`src/rtl/tte_pkg.sv`:
```
// Shared types, codes and widths for the timer table engine.
// No dependencies; used by every module of the block.

package tte_pkg;

  localparam int NUM_TIMERS_DEF = 32;
  localparam int MAX_FIRES_DEF  = 64;

  localparam int TIME_W = 63;
  localparam int SLOT_W = 5;
  localparam int OP_W   = 2;
  localparam int KIND_W = 3;

  // input word layout, lowest bit first
  localparam int EXP_LSB    = 0;
  localparam int PER_LSB    = EXP_LSB + TIME_W;
  localparam int SLOT_LSB   = PER_LSB + TIME_W;
  localparam int NOW_LSB    = SLOT_LSB + SLOT_W;
  localparam int IN_USED_W  = NOW_LSB + TIME_W;
  localparam int IN_TDATA_W = ((IN_USED_W + 7) / 8) * 8;

  // output word layout: slot, then expiry
  localparam int OUT_USED_W  = SLOT_W + TIME_W;
  localparam int OUT_TDATA_W = ((OUT_USED_W + 7) / 8) * 8;

  localparam logic [TIME_W-1:0] TIME_MAX = '1;

  typedef enum logic [OP_W-1:0] {
    OP_CREATE_ONESHOT  = 2'd0,
    OP_CREATE_PERIODIC = 2'd1,
    OP_CANCEL          = 2'd2,
    OP_TICK            = 2'd3
  } op_t;

  typedef enum logic [KIND_W-1:0] {
    KIND_CREATED     = 3'd0,
    KIND_FULL        = 3'd1,
    KIND_CANCELLED   = 3'd2,
    KIND_CANCEL_FREE = 3'd3,
    KIND_FIRED       = 3'd4
  } kind_t;

  typedef struct packed {
    logic load_in;
    logic cnt_inc;
    logic create_write;
    logic set_full;
    logic cancel_do;
    logic scan_start;
    logic scan_step;
    logic take_best;
    logic rearm;
    logic emit_last;
  } cmd_t;

  typedef struct packed {
    logic free_hit;
    logic cnt_last;
    logic scan_done;
    logic best_found;
    logic pend_valid;
    logic out_free;
    logic cap_hit;
  } sts_t;

endpackage

```
`src/rtl/tte_ctrl.sv`:
```
// Sequencer for the timer table engine: one-hot state machine.
// Depends on tte_pkg; drives tte_dpath through cmd_t, reads sts_t.

module tte_ctrl (
  input  logic          clk,
  input  logic          rst,
  input  logic          in_valid,
  input  tte_pkg::op_t  in_op,
  output logic          in_ready,
  input  tte_pkg::sts_t sts,
  output tte_pkg::cmd_t cmd
);
  import tte_pkg::*;

  typedef enum logic [7:0] {
    ST_IDLE     = 8'b0000_0001,
    ST_CREATE   = 8'b0000_0010,
    ST_CANCEL   = 8'b0000_0100,
    ST_SCAN     = 8'b0000_1000,
    ST_DECIDE   = 8'b0001_0000,
    ST_FIRE_RD  = 8'b0010_0000,
    ST_FIRE_UPD = 8'b0100_0000,
    ST_FINISH   = 8'b1000_0000
  } state_t;

  state_t state, state_next;

  always_ff @(posedge clk) begin
    if (rst) begin
      state <= ST_IDLE;
    end else begin
      state <= state_next;
    end
  end

  // no word is taken while reset is held
  assign in_ready = (state == ST_IDLE) && !rst;

  always_comb begin
    state_next = state;
    cmd        = '0;
    unique case (state)
      ST_IDLE: begin
        if (in_valid && in_ready) begin
          cmd.load_in = 1'b1;
          unique case (in_op)
            OP_CREATE_ONESHOT,
            OP_CREATE_PERIODIC: state_next = ST_CREATE;
            OP_CANCEL:          state_next = ST_CANCEL;
            OP_TICK: begin
              cmd.scan_start = 1'b1;
              state_next     = ST_SCAN;
            end
            default:            state_next = ST_IDLE;
          endcase
        end
      end
      ST_CREATE: begin
        priority if (sts.free_hit) begin
          cmd.create_write = 1'b1;
          state_next       = ST_FINISH;
        end else if (sts.cnt_last) begin
          cmd.set_full = 1'b1;
          state_next   = ST_FINISH;
        end else begin
          cmd.cnt_inc = 1'b1;
        end
      end
      ST_CANCEL: begin
        cmd.cancel_do = 1'b1;
        state_next    = ST_FINISH;
      end
      ST_SCAN: begin
        if (sts.scan_done) begin
          state_next = ST_DECIDE;
        end else begin
          cmd.scan_step = 1'b1;
        end
      end
      ST_DECIDE: begin
        priority if (sts.best_found) begin
          // an older firing must leave first; it is not the last one
          if (!sts.pend_valid || sts.out_free) begin
            cmd.take_best = 1'b1;
            state_next    = ST_FIRE_RD;
          end
        end else if (sts.pend_valid) begin
          state_next = ST_FINISH;
        end else begin
          state_next = ST_IDLE;
        end
      end
      ST_FIRE_RD: begin
        state_next = ST_FIRE_UPD;
      end
      ST_FIRE_UPD: begin
        cmd.rearm = 1'b1;
        if (sts.cap_hit) begin
          state_next = ST_FINISH;
        end else begin
          cmd.scan_start = 1'b1;
          state_next     = ST_SCAN;
        end
      end
      ST_FINISH: begin
        if (sts.out_free) begin
          cmd.emit_last = 1'b1;
          state_next    = ST_IDLE;
        end
      end
      default: state_next = ST_IDLE;
    endcase
  end

endmodule

```
`src/rtl/tte_dpath.sv`:
```
// Datapath of the timer table engine: slot valid bits, expiry and period
// memories, scan counter, earliest-expiry compare, pending and output words.
// Depends on tte_pkg; controlled by tte_ctrl.

module tte_dpath #(
  parameter int NUM_TIMERS         = tte_pkg::NUM_TIMERS_DEF,
  parameter int MAX_FIRES_PER_TICK = tte_pkg::MAX_FIRES_DEF
) (
  input  logic                             clk,
  input  logic                             rst,
  input  tte_pkg::cmd_t                    cmd,
  output tte_pkg::sts_t                    sts,
  input  tte_pkg::op_t                     in_op,
  input  logic [tte_pkg::IN_TDATA_W-1:0]   in_tdata,
  output logic                             out_valid,
  input  logic                             out_ready,
  output logic [tte_pkg::OUT_TDATA_W-1:0]  out_tdata,
  output tte_pkg::kind_t                   out_kind,
  output logic                             out_last
);
  import tte_pkg::*;

  localparam int IDX_W  = (NUM_TIMERS > 1) ? $clog2(NUM_TIMERS) : 1;
  localparam int CNT_W  = $clog2(NUM_TIMERS + 1);
  localparam int FIRE_W = $clog2(MAX_FIRES_PER_TICK + 1);
  localparam int WIDE_W = (CNT_W > SLOT_W) ? CNT_W : SLOT_W;
  localparam int PAD_W  = OUT_TDATA_W - OUT_USED_W;

  // latched input word
  logic [TIME_W-1:0] in_exp, in_per, in_now;
  logic [SLOT_W-1:0] in_slot;
  logic              in_periodic;

  logic [NUM_TIMERS-1:0] valid;
  logic [CNT_W-1:0]      cnt;
  logic [IDX_W-1:0]      cnt_idx;
  logic [FIRE_W-1:0]     fire_cnt;

  // memories: expiry, and {periodic, period}
  logic [TIME_W-1:0] exp_mem [NUM_TIMERS];
  logic [TIME_W:0]   per_mem [NUM_TIMERS];
  logic [TIME_W-1:0] exp_rd;
  logic [TIME_W:0]   per_rd;
  logic              exp_we;
  logic [IDX_W-1:0]  exp_wa;
  logic [TIME_W-1:0] exp_wd;

  // scan compare stage
  logic              rd_live;
  logic [IDX_W-1:0]  rd_idx;
  logic              best_found;
  logic [IDX_W-1:0]  best_idx;
  logic [TIME_W-1:0] best_exp;
  logic              best_hit;

  logic [TIME_W:0]   rearm_sum;
  logic [TIME_W-1:0] rearm_exp;

  logic              cancel_hit;
  logic [IDX_W-1:0]  cancel_idx;

  logic              pend_valid;
  kind_t             pend_kind;
  logic [SLOT_W-1:0] pend_slot;
  logic [TIME_W-1:0] pend_exp;

  logic              load_out;
  logic [SLOT_W-1:0] out_slot;
  logic [TIME_W-1:0] out_exp;

  assign cnt_idx    = cnt[IDX_W-1:0];
  assign cancel_idx = IDX_W'(in_slot);
  assign cancel_hit = (WIDE_W'(in_slot) < WIDE_W'(NUM_TIMERS)) && valid[cancel_idx];

  assign best_hit = rd_live && (exp_rd <= in_now) && (!best_found || (exp_rd < best_exp));

  // re-arm saturates at the top of the time range
  assign rearm_sum = {1'b0, best_exp} + {1'b0, per_rd[TIME_W-1:0]};
  assign rearm_exp = rearm_sum[TIME_W] ? TIME_MAX : rearm_sum[TIME_W-1:0];

  assign load_out = (cmd.take_best && pend_valid) || cmd.emit_last;

  assign sts.free_hit   = !valid[cnt_idx];
  assign sts.cnt_last   = (cnt == CNT_W'(NUM_TIMERS - 1));
  assign sts.scan_done  = (cnt == CNT_W'(NUM_TIMERS));
  assign sts.best_found = best_found;
  assign sts.pend_valid = pend_valid;
  assign sts.out_free   = !out_valid || out_ready;
  assign sts.cap_hit    = (fire_cnt == FIRE_W'(MAX_FIRES_PER_TICK));

  assign exp_we = cmd.create_write || (cmd.rearm && per_rd[TIME_W]);
  assign exp_wa = cmd.create_write ? cnt_idx : best_idx;
  assign exp_wd = cmd.create_write ? in_exp : rearm_exp;

  // control state
  always_ff @(posedge clk) begin
    if (rst) begin
      valid      <= '0;
      cnt        <= '0;
      fire_cnt   <= '0;
      rd_live    <= 1'b0;
      best_found <= 1'b0;
      pend_valid <= 1'b0;
      out_valid  <= 1'b0;
    end else begin
      rd_live <= cmd.scan_step && (cnt < CNT_W'(NUM_TIMERS)) && valid[cnt_idx];
      if (cmd.scan_start) begin
        best_found <= 1'b0;
      end else if (best_hit) begin
        best_found <= 1'b1;
      end
      if (cmd.load_in || cmd.scan_start) begin
        cnt <= '0;
      end else if (cmd.cnt_inc || cmd.scan_step) begin
        cnt <= cnt + CNT_W'(1);
      end
      if (cmd.load_in) begin
        fire_cnt <= '0;
      end
      if (cmd.create_write) begin
        valid[cnt_idx] <= 1'b1;
        pend_valid     <= 1'b1;
      end
      if (cmd.set_full) begin
        pend_valid <= 1'b1;
      end
      if (cmd.cancel_do) begin
        if (cancel_hit) begin
          valid[cancel_idx] <= 1'b0;
        end
        pend_valid <= 1'b1;
      end
      if (cmd.take_best) begin
        pend_valid <= 1'b1;
        fire_cnt   <= fire_cnt + FIRE_W'(1);
      end
      if (cmd.rearm && !per_rd[TIME_W]) begin
        valid[best_idx] <= 1'b0;
      end
      if (cmd.emit_last) begin
        pend_valid <= 1'b0;
      end
      if (load_out) begin
        out_valid <= 1'b1;
      end else if (out_ready) begin
        out_valid <= 1'b0;
      end
    end
  end

  // expiry memory: written on create and re-arm, read by the scan
  always_ff @(posedge clk) begin
    if (exp_we) begin
      exp_mem[exp_wa] <= exp_wd;
    end
    exp_rd <= exp_mem[cnt_idx];
  end

  // period memory: written on create, read at the chosen slot
  always_ff @(posedge clk) begin
    if (cmd.create_write) begin
      per_mem[cnt_idx] <= {in_periodic, in_periodic ? in_per : '0};
    end
    per_rd <= per_mem[best_idx];
  end

  // payload registers
  always_ff @(posedge clk) begin
    if (cmd.load_in) begin
      in_exp      <= in_tdata[EXP_LSB +: TIME_W];
      in_per      <= in_tdata[PER_LSB +: TIME_W];
      in_slot     <= in_tdata[SLOT_LSB +: SLOT_W];
      in_now      <= in_tdata[NOW_LSB +: TIME_W];
      in_periodic <= (in_op == OP_CREATE_PERIODIC);
    end
    rd_idx <= cnt_idx;
    if (best_hit) begin
      best_idx <= rd_idx;
      best_exp <= exp_rd;
    end
    priority if (cmd.take_best) begin
      pend_kind <= KIND_FIRED;
      pend_slot <= SLOT_W'(best_idx);
      pend_exp  <= best_exp;
    end else if (cmd.create_write) begin
      pend_kind <= KIND_CREATED;
      pend_slot <= SLOT_W'(cnt_idx);
      pend_exp  <= '0;
    end else if (cmd.set_full) begin
      pend_kind <= KIND_FULL;
      pend_slot <= '0;
      pend_exp  <= '0;
    end else if (cmd.cancel_do) begin
      pend_kind <= cancel_hit ? KIND_CANCELLED : KIND_CANCEL_FREE;
      pend_slot <= in_slot;
      pend_exp  <= '0;
    end
    if (load_out) begin
      out_kind <= pend_kind;
      out_slot <= pend_slot;
      out_exp  <= pend_exp;
      out_last <= cmd.emit_last;
    end
  end

  assign out_tdata = {{PAD_W{1'b0}}, out_exp, out_slot};

endmodule

```
`src/rtl/timer_table_engine_core.sv`:
```
// Top level of the timer table engine: controller plus datapath.
// Depends on tte_pkg, tte_ctrl and tte_dpath.
//
//  channel  | dir | tdata fields (low bit up)                     | tuser     | tlast
//  ---------+-----+-----------------------------------------------+-----------+------
//  s_axis   | in  | expiry_time, period, slot_index, current_time | operation | -
//  m_axis   | out | timer_slot, fired_expiry                      | result_kind | last
//
// Flow: one word at a time. Create walks the valid bits from slot 0 up to
// the first free slot, or reports the table full. A tick scans the expiry
// memory one slot per cycle and fires the earliest due timer, then scans
// again for the next firing; the expiry memory has a single read port.
// Reset (rst, synchronous) clears all slots, no clearing pass is needed.
// Stalls: m_axis_tready low holds the output register; a new input word is
// still taken while the last result of the previous word waits there.

module timer_table_engine_core #(
  parameter int NUM_TIMERS         = tte_pkg::NUM_TIMERS_DEF,
  parameter int MAX_FIRES_PER_TICK = tte_pkg::MAX_FIRES_DEF
) (
  input  logic                             clk,
  input  logic                             rst,
  input  logic                             s_axis_tvalid,
  output logic                             s_axis_tready,
  // [62:0] expiry_time, [125:63] period, [130:126] slot_index,
  // [193:131] current_time, rest zero
  input  logic [tte_pkg::IN_TDATA_W-1:0]   s_axis_tdata,
  // [1:0] operation
  input  logic [tte_pkg::OP_W-1:0]         s_axis_tuser,
  output logic                             m_axis_tvalid,
  input  logic                             m_axis_tready,
  // [4:0] timer_slot, [67:5] fired_expiry, rest zero
  output logic [tte_pkg::OUT_TDATA_W-1:0]  m_axis_tdata,
  // [2:0] result_kind
  output logic [tte_pkg::KIND_W-1:0]       m_axis_tuser,
  output logic                             m_axis_tlast
);
  import tte_pkg::*;

  cmd_t  cmd;
  sts_t  sts;
  op_t   in_op;
  kind_t out_kind;

  assign in_op        = op_t'(s_axis_tuser);
  assign m_axis_tuser = out_kind;

  tte_ctrl u_ctrl (
    .clk      (clk),
    .rst      (rst),
    .in_valid (s_axis_tvalid),
    .in_op    (in_op),
    .in_ready (s_axis_tready),
    .sts      (sts),
    .cmd      (cmd)
  );

  tte_dpath #(
    .NUM_TIMERS         (NUM_TIMERS),
    .MAX_FIRES_PER_TICK (MAX_FIRES_PER_TICK)
  ) u_dpath (
    .clk       (clk),
    .rst       (rst),
    .cmd       (cmd),
    .sts       (sts),
    .in_op     (in_op),
    .in_tdata  (s_axis_tdata),
    .out_valid (m_axis_tvalid),
    .out_ready (m_axis_tready),
    .out_tdata (m_axis_tdata),
    .out_kind  (out_kind),
    .out_last  (m_axis_tlast)
  );

endmodule

```
`config.mk`:
```
export PLATFORM = sky130hd
export DESIGN_NAME = timer_table_engine_core
export DESIGN_NICKNAME = d
export VERILOG_FILES = /design/src/rtl/tte_pkg.sv /design/src/rtl/tte_ctrl.sv /design/src/rtl/tte_dpath.sv /design/src/rtl/timer_table_engine_core.sv
export SDC_FILE = /design/constraint.sdc
export NUM_CORES = 2
export LEC_CHECK = 0
export BUFFER_PORTS_ARGS = -buffer_cell sky130_fd_sc_hd__buf_2
export CAP_MARGIN = 25
export CORE_UTILIZATION = 49
export CTS_CLUSTER_DIAMETER = 30
export DETAILED_ROUTE_END_ITERATION = 10
export PLACE_DENSITY = 0.75
export SYNTH_ARGS = -nofsm -noshare
export SYNTH_HDL_FRONTEND = slang
export SYNTH_HIERARCHICAL = 1
export SYNTH_SLANG_ARGS = --single-unit
```
`constraint.sdc`:
```
create_clock -name clk -period 45.4 [get_ports clk]
set_clock_uncertainty 0.15 [all_clocks]
set_input_delay 9.08 -clock clk [delete_from_list [all_inputs] [get_ports clk]]
set_output_delay 9.08 -clock clk [all_outputs]
set_load 0.02 [all_outputs]
```
==> results by group <==
Worst setup path
  • CP Capture Type: primary output
  • Kind of critical path: in2out
  • Startpoint types: primary input
  • Critical Path RT: 36.17 ns
  • Critical path peak fanout: 54
  • CP arrival: 10.12 ns

Floorplan
  • Die footprint: 366000 sq um
  • Die height: 605 um
  • Cell Rows: 220
  • Ports: 284
  • Area of the core: 360000 sq um
  • Initial Util: 0.494
  • Die Wd: 605 um

STA
  • Tmin final: 19.35 ns
  • Worst-margin pin slew: 1.19 ns
  • Final hold slack: 0.230 ns
  • Fin crit share: 0.426
  • RSZ-0062 raised after global routing: false
  • Max transition margin: 0.205
  • F_max: 0.0517 GHz
  • Pins Over Slew Limit: 0
  • Setup Total Neg Slack: 0 ns
  • Final hold violations: 0
  • # setup viols final: 0

Clock network
  • Clock transition at path regs: 0.06 ns
  • Inserted Clock Buffers: 765
  • CTS tree: yes
  • Post-CTS sizing: 0
  • CTS sink count: 4659
  • CTS H-Tree Depth: 6
  • Worst skew pair latency: 1.09 ns
  • Clock buffer depth: 4
  • Cts hold-fix bufs: 0
  • Clock root buffer: clkbuf_16
  • Post-CTS Setup Bufs: 0

Synth
  • Top_reg_cell synth: edfxtp_1
  • Fraction of registers with async set or reset after synthesis: 0
  • Mapped Area: 178000 sq um
  • Syn_area_per_cell: 21.3 sq um
  • Flops & latches, synth: 4659
  • Seq/Total Area, Yosys: 0.775
  • Syn Inst Count: 8370
  • Synth warn: 6
  • Yosys cell types: 86
  • Post-synth EDFFs: 4467

Drt
  • Drc violations: 0
  • DRT Wirelength: 532 mm
  • Via count: 97.0k
  • Via/cell ratio: 6.58
  • Drt first pass iters: 6
  • Routed Antenna Nets: 0
  • DR iter-0 viols: 15.2k
  • Routed length per instance: 36.1 um

Global routing
  • Remaining Overflow, GRT: 0
  • Maximum number of pins on one net before global-route repair: 153
  • Grt peak-use layer: met2
  • Global-route wire length before repair: 735 mm
  • GRT Total Usage: 0.287
  • Number of global-route vias before repair: 98.6k
  • Met3 Use GR: 0.0615
  • Met2 usage: 0.445
  • Met1 GRT Util: 0.363
  • Antenna violations before repair: 31

Layout
  • Commonest cells after routing, fill and taps aside: edfxtp_1 (4467), mux4_2 (1032), clkbuf_16 (774)
  • Largest register FFs: 2048
  • Biggest regs: u_dpath/per_mem: 2048 flops, u_dpath/exp_mem: 2016 flops, u_dpath/per_rd: 64 flops
  • Nets: 9680
  • Area grow syn2layout: 20.3%
  • Reg with most FFs: u_dpath/per_mem
  • Layout cells sized above 1: 0.303
  • Commonest non-fill, non-tap cell in the layout: edfxtp_1

Placed design
  • Gpl congestion: 0.929
  • Hpwl dp: 270 mm
  • PortBufs: 273

Pwr
  • Leakage: 69.4 nW
  • Power density over cell area: 50.2 nW/um^2
  • Peak supply drop: 0.0000449 V

Worst hold path
  • Worst hold path class: reg2reg

Status
  • Status: finished, final reports clean

Job
  • Max cap viols: 0
cells by family (layout without fill, tap and decap cells):
| family | Yosys count | after routing | share of synthesized area |
|---|---|---|---|
| DFF | 4659 | 4659 | 0.775 |
| muxes | 1039 | 1039 | 0.131 |
| AOI/OAI and AO/OA | 1002 | 1002 | 0.0390 |
| and+or+nand+nor | 827 | 827 | 0.0257 |
| buffers and inverters | 586 | 2155 | 0.0127 |
| adders and majority gates | 195 | 195 | 0.0137 |
| xor gates and xnor gates | 61 | 61 | 0.00300 |
| other | 1 | 30 | 0.0000211 |
critical path, stage by stage:
cell	delay, ns
buf_2	0.07
buf_4	0.48
nor2_1	0.15
buf_2	0.27
synth_stat cells (all sizes together) (13+ instances only):
library cell,instances,area share
inv,162,0.0034
buf,122,0.0030
ha,194,0.014
o21ai,70,0.0020
dfxtp,192,0.022
a31oi,13,0.00046
and3,13,0.00046
xnor2,34,0.0017
nand2b,21,0.00074
o22ai,37,0.0013
a211oi,35,0.0015
nand4,180,0.0063
xor2,27,0.0013
o211ai,13,0.00060
and2,135,0.0047
nand3,24,0.00067
a22oi,510,0.022
a21o,61,0.0026
a21oi,188,0.0053
mux4,1032,0.13
o21bai,13,0.00055
clkbuf,301,0.0064
nor2b,80,0.0028
nor3,42,0.0012
nor2,157,0.0033
edfxtp,4467,0.75
nand2,102,0.0022
area by class of cell:
class / instances / area [sq um]
antenna: 26 / 65.1
clock inverter: 567 / 7040
timing repair buffer: 562 / 4160
tap: 4773 / 5970
fill: 23931 / 146000
multi-input combinational: 3128 / 38500
clock buffer: 863 / 19800
inverter: 163 / 614
sequential: 4659 / 138000
worst paths after layout:
check	start	end	slack [ns]	cells past startpoint
max	rst	s_axis_tready	26.05	4
min	u_dpath/rd_idx[3]	u_dpath/best_idx[3]	0.23	0
max reg2reg	u_dpath/cnt[4]	u_dpath/exp_mem[29][21]	38.35	11
min reg2reg	u_dpath/rd_idx[3]	u_dpath/best_idx[3]	0.23	0
power breakdown:
group / internal [W] / switching, W / leakage (nW)
registers: 0.00471 / 0.0000161 / 42.0
logic: 0.0000252 / 0.0000703 / 14.6
clock network: 0.00374 / 0.00220 / 12.8
per-layer routing:
layer / routed length (um) / share of wire / vias up
met4: 42800 / 0.080 / 6
met1: 179000 / 0.34 / 50081
met5: 33 / 0.000062 / -
met2: 246000 / 0.46 / 8077
li1: - / - / 37298
met3: 64100 / 0.12 / 1511
metrics by stage:
step / std cells / setup WS [ns] / instance area (sq um) / total power (W) / utilization
3_5_place_dp: 13261 / 26.05 / 187000 / 0.00490 / 0.518
5_1_grt: 14731 / 26.00 / 214000 / 0.0110 / 0.594
6_report: 14741 / 26.05 / 214000 / 0.0108 / 0.594
2_1_floorplan: 8373 / 20.93 / 178000 / 0.00485 / -
3_3_place_gp: 13243 / 26.04 / 186000 / 0.00489 / 0.517
4_1_cts: 14691 / 26.05 / 214000 / 0.0108 / 0.593
No activity file was read; power rests on OpenSTA's default activity.
